===== src/hdl/iert_pkg.sv =====
`timescale 1ns / 1ps
`default_nettype none
// iert_pkg: types and constants shared by the echo reply tracker modules.
// No dependencies.

package iert_pkg;

    // item kinds on the input tuser
    typedef enum logic [1:0] {
        ACT_SEND   = 2'd0,
        ACT_REPLY  = 2'd1,
        ACT_CANCEL = 2'd2,
        ACT_FLUSH  = 2'd3
    } action_t;

    // result codes on the output tuser
    typedef enum logic [3:0] {
        STS_REGISTERED     = 4'd0,
        STS_TABLE_FULL     = 4'd1,
        STS_MATCHED        = 4'd2,
        STS_MALFORMED      = 4'd3,
        STS_UNMATCHED      = 4'd4,
        STS_CANCELLED      = 4'd5,
        STS_CANCEL_MISSING = 4'd6,
        STS_FLUSHED        = 4'd7,
        STS_DISABLED       = 4'd8
    } status_t;

    // configuration register indexes
    localparam logic CFG_ENGINE_ENABLE    = 1'b0;
    localparam logic CFG_PROBE_IDENTIFIER = 1'b1;

    typedef enum logic [3:0] {
        ST_CLEAR  = 4'b0001,
        ST_IDLE   = 4'b0010,
        ST_READ   = 4'b0100,
        ST_LOOKUP = 4'b1000
    } state_t;

    // one table slot: valid flag and the probe key
    typedef struct packed {
        logic        valid;
        logic [15:0] id;
        logic [15:0] seq;
    } entry_t;

    localparam int ENTRY_W = $bits(entry_t);

    localparam logic [16:0] ETH_HDR_LEN  = 17'd14;
    localparam logic [16:0] IP_MIN_LEN   = 17'd20;
    localparam logic [16:0] ICMP_HDR_LEN = 17'd8;
    localparam logic [3:0]  IP_VERSION4  = 4'd4;
    localparam logic [7:0]  PROTO_ICMP   = 8'd1;
    localparam logic [7:0]  ICMP_ECHO_REPLY = 8'd0;
    localparam logic [15:0] SEQ_LAST     = 16'hFFFF;

endpackage

`default_nettype wire


===== src/hdl/iert_ram.sv =====
`timescale 1ns / 1ps
`default_nettype none
// iert_ram: generic simple dual-port RAM, one write port, one registered read port.
// No dependencies.

module iert_ram #(
    parameter int WIDTH = 8,
    parameter int DEPTH = 64
) (
    input  wire                       aclk,
    input  wire                       we,
    input  wire  [$clog2(DEPTH)-1:0]  waddr,
    input  wire  [WIDTH-1:0]          wdata,
    input  wire                       re,
    input  wire  [$clog2(DEPTH)-1:0]  raddr,
    output logic [WIDTH-1:0]          rdata
);

    logic [WIDTH-1:0] mem [DEPTH];

    always_ff @(posedge aclk) begin
        if (we) begin
            mem[waddr] <= wdata;
        end
        if (re) begin
            rdata <= mem[raddr];
        end
    end

endmodule

`default_nettype wire


===== src/hdl/icmp_echo_reply_tracker_top.sv =====
`timescale 1ns / 1ps
`default_nettype none
// icmp_echo_reply_tracker_top: outstanding echo probe table with reply matching.
// Depends on iert_pkg and iert_ram.
//
// Usage:
//   s_ channel carries one item per transfer: tuser selects send, reply, cancel
//   or flush, tdata carries the captured header fields. Every item gives exactly
//   one result transfer on the m_ channel, status on tuser, key and ttl on tdata.
//   cfg_ channel writes engine_enable (index 0) and probe_identifier (index 1);
//   it is always ready. Write it only while the block is idle; this is not enforced.
// Operation:
//   send, reply and cancel each pass through accept, table read, then
//   check and write-back into the output register. The table is a single RAM
//   with a registered read port; the slot is the sequence modulo
//   TABLE_DEPTH, its quotient worked out by a reciprocal multiply in the accept cycle.
//   A flush sweeps the table one slot a cycle.
// Reset:
//   after aresetn the table is swept clear one slot a cycle, s_tready low.
//   Control and configuration registers clear, next sequence is 1.
// Stall:
//   the result sits in the output register; the next item is accepted and read
//   while it waits, and the check stage holds until the output register frees.

module icmp_echo_reply_tracker_top
    import iert_pkg::*;
#(
    parameter int TABLE_DEPTH = 64
) (
    input  wire         aclk,
    input  wire         aresetn,

    input  wire         s_tvalid,
    output logic        s_tready,
    // cap_len[15:0], version_ihl[23:16], ip_protocol[31:24], ip_ttl[39:32],
    // icmp_type[47:40], echo_id[63:48], echo_seq[79:64]
    input  wire  [79:0] s_tdata,
    // action[1:0]
    input  wire  [1:0]  s_tuser,

    output logic        m_tvalid,
    input  wire         m_tready,
    // result_seq[15:0], result_id[31:16], reply_ttl[39:32]
    output logic [39:0] m_tdata,
    // status[3:0]
    output logic [3:0]  m_tuser,

    input  wire         cfg_valid,
    output logic        cfg_ready,
    input  wire  [0:0]  cfg_addr,
    input  wire  [15:0] cfg_data
);

    localparam int IDX_W = (TABLE_DEPTH > 1) ? $clog2(TABLE_DEPTH) : 1;
    localparam logic [IDX_W-1:0] LAST_SLOT = IDX_W'(TABLE_DEPTH - 1);
    // floor(seq / TABLE_DEPTH) == (seq * RECIP) >> 32 for every 16-bit seq
    localparam logic [31:0] RECIP = 32'((64'd4294967296 / TABLE_DEPTH) + 64'd1);

    // configuration
    logic        enable_reg;
    logic [15:0] ident_reg;

    // control
    state_t           state_reg, state_next;
    logic [IDX_W-1:0] clr_cnt_reg;
    logic             flush_pend_reg;
    logic [15:0]      next_seq_reg;
    logic [IDX_W-1:0] next_slot_reg;

    // captured item
    action_t     act_reg;
    logic [15:0] len_reg;
    logic [7:0]  vi_reg;
    logic [7:0]  proto_reg;
    logic [7:0]  ttl_reg;
    logic [7:0]  type_reg;
    logic [15:0] id_reg;
    logic [15:0] seq_reg;
    logic [15:0] quot_reg;
    logic [IDX_W-1:0] slot_reg;

    // output register
    logic        m_tvalid_reg;
    status_t     m_status_reg;
    logic [15:0] m_seq_reg;
    logic [15:0] m_id_reg;
    logic [7:0]  m_ttl_reg;

    // RAM ports
    logic             ram_we;
    logic [IDX_W-1:0] ram_waddr;
    entry_t           ram_wdata;
    logic             ram_re;
    logic [IDX_W-1:0] ram_raddr;
    entry_t           ram_rdata;

    logic        s_accept;
    logic        out_free;
    logic        load;
    logic [47:0] quot_prod;
    logic [27:0] quot_times_depth;
    logic [15:0] rem_seq;

    status_t     res_status;
    logic [15:0] res_seq;
    logic [15:0] res_id;
    logic [7:0]  res_ttl;
    logic        wb_en;
    entry_t      wb_entry;
    logic        seq_adv;
    logic        key_hit;
    logic        well_formed;
    logic [16:0] hdr_min_len;

    assign cfg_ready = 1'b1;
    assign s_tready  = (state_reg == ST_IDLE);
    assign s_accept  = s_tvalid && s_tready;
    assign out_free  = !m_tvalid_reg || m_tready;
    assign load      = (state_reg == ST_LOOKUP) && out_free;

    assign m_tvalid = m_tvalid_reg;
    assign m_tuser  = m_status_reg;
    assign m_tdata  = {m_ttl_reg, m_id_reg, m_seq_reg};

    // slot of a received sequence: seq - floor(seq / depth) * depth
    assign quot_prod        = 48'(s_tdata[79:64]) * 48'(RECIP);
    assign quot_times_depth = 28'(quot_reg) * 28'(TABLE_DEPTH);
    assign rem_seq          = seq_reg - quot_times_depth[15:0];

    iert_ram #(
        .WIDTH (ENTRY_W),
        .DEPTH (TABLE_DEPTH)
    ) u_key_table (
        .aclk  (aclk),
        .we    (ram_we),
        .waddr (ram_waddr),
        .wdata (ram_wdata),
        .re    (ram_re),
        .raddr (ram_raddr),
        .rdata (ram_rdata)
    );

    assign ram_re    = (state_reg == ST_READ);
    assign ram_raddr = (act_reg == ACT_SEND) ? next_slot_reg : rem_seq[IDX_W-1:0];

    always_comb begin
        if (state_reg == ST_CLEAR) begin
            ram_we    = 1'b1;
            ram_waddr = clr_cnt_reg;
            ram_wdata = '0;
        end else begin
            ram_we    = load && wb_en;
            ram_waddr = slot_reg;
            ram_wdata = wb_entry;
        end
    end

    // reply header checks
    assign hdr_min_len = ETH_HDR_LEN + 17'({vi_reg[3:0], 2'b00}) + ICMP_HDR_LEN;
    assign well_formed = (17'(len_reg) >= ETH_HDR_LEN + IP_MIN_LEN)
                      && (vi_reg[7:4] == IP_VERSION4)
                      && (proto_reg == PROTO_ICMP)
                      && (17'(len_reg) >= hdr_min_len)
                      && (type_reg == ICMP_ECHO_REPLY);

    assign key_hit = ram_rdata.valid && (ram_rdata.id == id_reg)
                  && (ram_rdata.seq == seq_reg);

    always_comb begin
        res_status = STS_FLUSHED;
        res_seq    = '0;
        res_id     = '0;
        res_ttl    = '0;
        wb_en      = 1'b0;
        wb_entry   = '0;
        seq_adv    = 1'b0;
        case (act_reg)
            ACT_SEND: begin
                if (!enable_reg) begin
                    res_status = STS_DISABLED;
                end else begin
                    seq_adv = 1'b1;
                    res_seq = next_seq_reg;
                    res_id  = ident_reg;
                    if (ram_rdata.valid) begin
                        res_status = STS_TABLE_FULL;
                    end else begin
                        res_status = STS_REGISTERED;
                        wb_en      = 1'b1;
                        wb_entry   = '{valid: 1'b1, id: ident_reg, seq: next_seq_reg};
                    end
                end
            end
            ACT_REPLY: begin
                if (!enable_reg) begin
                    res_status = STS_DISABLED;
                end else if (!well_formed) begin
                    res_status = STS_MALFORMED;
                end else if (key_hit) begin
                    res_status = STS_MATCHED;
                    res_seq    = seq_reg;
                    res_id     = id_reg;
                    res_ttl    = ttl_reg;
                    wb_en      = 1'b1;
                end else begin
                    res_status = STS_UNMATCHED;
                end
            end
            ACT_CANCEL: begin
                if (key_hit) begin
                    res_status = STS_CANCELLED;
                    res_seq    = seq_reg;
                    res_id     = id_reg;
                    wb_en      = 1'b1;
                end else begin
                    res_status = STS_CANCEL_MISSING;
                end
            end
            default: begin
                res_status = STS_FLUSHED;
            end
        endcase
    end

    always_comb begin
        state_next = state_reg;
        unique case (state_reg)
            ST_CLEAR: begin
                if (clr_cnt_reg == LAST_SLOT) begin
                    state_next = flush_pend_reg ? ST_LOOKUP : ST_IDLE;
                end
            end
            ST_IDLE: begin
                if (s_accept) begin
                    state_next = (action_t'(s_tuser) == ACT_FLUSH) ? ST_CLEAR : ST_READ;
                end
            end
            ST_READ: begin
                state_next = ST_LOOKUP;
            end
            ST_LOOKUP: begin
                if (out_free) begin
                    state_next = ST_IDLE;
                end
            end
            default: begin
                state_next = ST_IDLE;
            end
        endcase
    end

    always_ff @(posedge aclk) begin
        if (!aresetn) begin
            state_reg      <= ST_CLEAR;
            clr_cnt_reg    <= '0;
            flush_pend_reg <= 1'b0;
            next_seq_reg   <= 16'd1;
            next_slot_reg  <= IDX_W'(1);
            enable_reg     <= 1'b0;
            ident_reg      <= '0;
            m_tvalid_reg   <= 1'b0;
        end else begin
            state_reg <= state_next;

            if (cfg_valid && cfg_ready) begin
                unique case (cfg_addr)
                    CFG_ENGINE_ENABLE:    enable_reg <= cfg_data[0];
                    CFG_PROBE_IDENTIFIER: ident_reg  <= cfg_data;
                    default:              ident_reg  <= ident_reg;
                endcase
            end

            if (state_reg == ST_CLEAR) begin
                clr_cnt_reg <= (clr_cnt_reg == LAST_SLOT) ? '0 : clr_cnt_reg + 1'b1;
            end

            if (s_accept && action_t'(s_tuser) == ACT_FLUSH) begin
                flush_pend_reg <= 1'b1;
            end else if (load) begin
                flush_pend_reg <= 1'b0;
            end

            // slot tracks next_seq mod depth; sequence zero maps to slot zero
            if (load && seq_adv) begin
                next_seq_reg <= next_seq_reg + 16'd1;
                if (next_seq_reg == SEQ_LAST || next_slot_reg == LAST_SLOT) begin
                    next_slot_reg <= '0;
                end else begin
                    next_slot_reg <= next_slot_reg + 1'b1;
                end
            end

            if (load) begin
                m_tvalid_reg <= 1'b1;
            end else if (m_tready) begin
                m_tvalid_reg <= 1'b0;
            end
        end
    end

    // payload registers
    always_ff @(posedge aclk) begin
        if (s_accept) begin
            act_reg   <= action_t'(s_tuser);
            len_reg   <= s_tdata[15:0];
            vi_reg    <= s_tdata[23:16];
            proto_reg <= s_tdata[31:24];
            ttl_reg   <= s_tdata[39:32];
            type_reg  <= s_tdata[47:40];
            id_reg    <= s_tdata[63:48];
            seq_reg   <= s_tdata[79:64];
            quot_reg  <= quot_prod[47:32];
        end
        if (state_reg == ST_READ) begin
            slot_reg <= ram_raddr;
        end
        if (load) begin
            m_status_reg <= res_status;
            m_seq_reg    <= res_seq;
            m_id_reg     <= res_id;
            m_ttl_reg    <= res_ttl;
        end
    end

    // table is never read and written in the same cycle
    assert property (@(posedge aclk) disable iff (!aresetn) !(ram_re && ram_we))
        else $error("table read and write overlap");

    // a registered probe always leaves a valid entry behind
    assert property (@(posedge aclk) disable iff (!aresetn)
        (load && res_status == STS_REGISTERED) |-> (ram_we && ram_wdata.valid))
        else $error("registered probe without table write");

    // an enabled send consumes exactly one sequence number
    assert property (@(posedge aclk) disable iff (!aresetn)
        (load && act_reg == ACT_SEND && enable_reg)
        |=> (next_seq_reg == $past(next_seq_reg) + 16'd1))
        else $error("sequence did not advance by one");

    // a result only appears from the check stage
    assert property (@(posedge aclk) disable iff (!aresetn)
        $rose(m_tvalid_reg) |-> $past(state_reg == ST_LOOKUP))
        else $error("result raised outside check stage");

endmodule

`default_nettype wire

===== config.mk =====
export PLATFORM = sky130hd
export DESIGN_NAME = icmp_echo_reply_tracker_top
export DESIGN_NICKNAME = d
export VERILOG_FILES = /design/src/hdl/iert_pkg.sv /design/src/hdl/iert_ram.sv /design/src/hdl/icmp_echo_reply_tracker_top.sv
export SDC_FILE = /design/constraint.sdc
export NUM_CORES = 2
export LEC_CHECK = 0
export BUFFER_PORTS_ARGS = -buffer_cell sky130_fd_sc_hd__clkbuf_2
export CELL_PAD_IN_SITES_DETAIL_PLACEMENT = 1
export CELL_PAD_IN_SITES_GLOBAL_PLACEMENT = 1
export CORE_UTILIZATION = 40
export CTS_CLUSTER_SIZE = 28
export DETAILED_ROUTE_END_ITERATION = 7
export PLACE_DENSITY_LB_ADDON = 0.12
export SYNTH_ARGS = -nofsm -noshare
export SYNTH_HDL_FRONTEND = slang
export SYNTH_HIERARCHICAL = 1
export SYNTH_SLANG_ARGS = --single-unit

===== constraint.sdc =====
create_clock -name aclk -period 11.9 [get_ports aclk]
set_input_delay 1.19 -clock aclk [delete_from_list [all_inputs] [get_ports aclk]]
set_output_delay 1.19 -clock aclk [all_outputs]
set_load 0.01 [all_outputs]

==> impl_results.md <==
* Final setup fails at 0
* Worst IR Drop VDD at 0.120 mV
* 1st-iter DRT viols at 4,685
* Gr ovfl total at 0
* Ys flop type: edfxtp_1
* Vias at 44,400
* Area of the core at 0.221 sq mm
* CTS tree: yes
* Drt pass-1 iters at 5
* Final hold viol count at 0
* Fillers at 20,100
* Maximum clock rate at 171 MHz
* PD cells at 167 mW/mm^2
* DRC at 0
* GPL Wtd Cong at 0.777
* Skew-Pair Late Insertion Delay at 0.87 ns
* Multi-input gate area at 0.0191 sq mm
* Post-DP HPWL at 143,000 um
* Clock sink total at 2,327
* CTS Hold Bufs at 0
* I/O Buffers at 148
* Slew Limit Fails at 0
* Worst-path fanout max at 79
* Seq cells post-synth at 2,327
* Reg area at 0.0694 sq mm
* Post-synthesis net count at 4,321
* Clock transition at path regs at 0.06 ns
* Critical Path Source Type: flip-flop
* Clock skew at 0.0296 ns
* WS Path Type: flip-flop to flip-flop
* Layout Nets at 4,615
* Final period util at 49.0%
* Synthesis-to-layout area growth at 14.0%
* Die Wd at 474 um
* CP arrival at 6.44 ns
* Global-route wire length before repair at 358,000 um
* Antenna-violating nets left at 0
* Mapped Cells at 4,208
* Post-placement cell count at 7,219
* Clk buf depth at 3
* Largest net degree at the start of global routing at 100
* Routed len/inst at 33.3 um
* H-tree depth at 4
* Syn Std Cell Area at 0.0892 sq mm
* Cells resized by post-CTS repair at 0
* Post-CTS Setup Bufs at 0
* Die area at 0.225 sq mm
* Post-Layout Cell Count at 7,674
* Final WL at 256,000 um
* Critical path data required time at 12.50 ns
* Status: complete, no violations
* CP Cell Sequence: nor2_1 > mux2_8 > buf_4 > buf_12 > mux4_2 > nor2b_1 > a211oi_1 > o22ai_1 > and3_1
* Slew of the pin with the lowest slew margin at 1.30 ns
* Slew headroom at 13.5%
* Yosys warning count at 6
* CP max-delay cell: buf_4
* Die height at 474 um
* Number of flip-flops under the largest register name at 2,112
* Biggest regs: u_key_table/mem (2112), u_key_table/rdata (33)
* Row count at 172
* Synth Area per Inst at 21.2 sq um
* Setup total negative slack at 0 ns
* Synth cell types at 72
* Share of layout cells above drive strength 1 at 26.4%
* CP max stage delay at 0.76 ns
* Vias in the first global route at 46,000
* Largest Register: u_key_table/mem
* Crit path time final at 5.83 ns
* Initial antenna violation count at 14
* Class of the worst hold path: flip-flop to flip-flop
* Post-synth EDFFs at 2,276
* CTS Root Cell: clkbuf_16
* Num CTS Buffers at 239
* Share of the yosys chip area belonging to registers at 77.8%
* Initial Utilization at 40.4%
* Max-cap violations at 0
* DR vias/cell at 5.78
* Io pins at 151
* RSZ-0062 raised after global routing: false
* Setup crit end kind: flip-flop
* GRT Overall Usage at 22.8%
* Ys async rst share at 0%
* Leakage power at 34.2 nW
-- per-layer routing --
| layer | wire length [um] | part of all wire, % | vias to the layer above | global-route usage, % |
|---|---|---|---|---|
| li1 | - | - | 18300 | - |
| met3 | 12000 | 4.7 | 277 | 2.90 |
| met4 | 5070 | 2.0 | 0 | 5.80 |
| met1 | 114000 | 45 | 24700 | 32.7 |
| met5 | 0 | 0 | - | 0 |
| met2 | 125000 | 49 | 1180 | 36.8 |
-- area by class of cell --
class / instances / share of cell area, %
timing repair buffer: 285 / 1.80
clock buffer: 299 / 6.25
sequential: 2327 / 68.2
tap: 2958 / 3.64
multi-input combinational: 1633 / 18.8
clock inverter: 137 / 1.19
inverter: 16 / 0.0591
antenna: 19 / 0.0468
-- worst max-delay path, delay by kind of cell (launching register included) --
family	cells	cell delay [ns]
buffers and inverters	2	1.25
and+or+nand+nor	3	1.17
muxes	2	1.12
DFF	1	0.57
AOI/OAI and AO/OA	2	1.15
-- final timing paths --
kind | from | endpoint | slack (ns) | depth (start not counted)
max | act_reg[1]$_DFFE_PP_ | u_key_table/rdata[7]$_DFFE_PP_ | 6.07 | 9
min | ident_reg[11]$_SDFFE_PN0P_ | ident_reg[11]$_SDFFE_PN0P_ | 0.48 | 2
max reg2reg | act_reg[1]$_DFFE_PP_ | u_key_table/rdata[7]$_DFFE_PP_ | 6.07 | 9
min reg2reg | ident_reg[11]$_SDFFE_PN0P_ | ident_reg[11]$_SDFFE_PN0P_ | 0.48 | 2
-- synth_stat cells (10+ instances only) --
cell	count	area share, %
a211oi_1	21	0.18
inv_1	13	0.055
buf_4	19	0.16
buf_2	65	0.36
o211ai_1	10	0.084
o21ai_0	19	0.11
o221ai_1	46	0.45
dfxtp_1	51	1.1
mux4_2	485	12
nand2_1	181	0.76
a32o_1	32	0.36
a21oi_1	49	0.28
nand4_1	56	0.39
and3_1	31	0.22
nand3_1	102	0.57
buf_1	13	0.055
mux2_2	12	0.15
nor2_1	100	0.42
mux2i_1	98	1.1
and2_1	47	0.33
buf_6	31	0.39
o22ai_1	59	0.41
clkbuf_1	98	0.41
xnor2_1	33	0.32
a211oi_2	10	0.14
xor2_1	20	0.20
edfxtp_1	2276	77
a22oi_1	77	0.65
nor3_1	19	0.11
nor2b_1	26	0.18
-- placed cells by master (no fill, tap or decap), drive strengths merged, types with 18 or more instances in the layout --
cell    count
o21ai      20
inv        18
edfxtp   2276
nand4      56
dfxtp      51
nand2     181
nor3       20
and3       31
diode      19
xnor2      33
o22ai      59
a21oi      50
a32o       32
mux2i      98
xor2       20
clkinv    110
nand3     102
nor2      100
mux4      485
bufinv     22
and2       47
a211oi     31
buf       137
nor2b      26
a22oi      77
clkbuf    447
o221ai     46
-- power breakdown --
part	switching (mW)	total [mW]	internal (mW)	leakage (nW)
registers	0.0410	9.12	9.07	23.3
logic	0.420	0.561	0.142	7.21
clock network	3.13	7.34	4.22	3.71
total	3.59	17.0	13.4	34.2
-- cell families after synthesis --
family	share of synthesized area, %
flops	77.8
compound gates	3.12
simple gates	3.39
other cells	0.00421
xor+xnor	0.521
fa+ha+maj	0.126
buf+inv	1.56
mux	13.5
-- per-stage QoR --
step | power [mW] | setup slack, ns | hold slack (ns) | area (sq um) | utilization [%]
finish | 17.0 | 6.07 | 0.478 | 102000 | 46.1
global route | 17.5 | 5.58 | 0.463 | 102000 | 46.1
CTS | 17.2 | 5.75 | 0.443 | 102000 | 46.1
detailed placement | 9.86 | 5.75 | 0.465 | 94000 | 42.6
global placement | 9.84 | 5.81 | 0.460 | 94000 | 42.6
floorplan | 9.55 | 6.02 | 0.444 | 89200 | -
(Power assumes the default switching activity.)
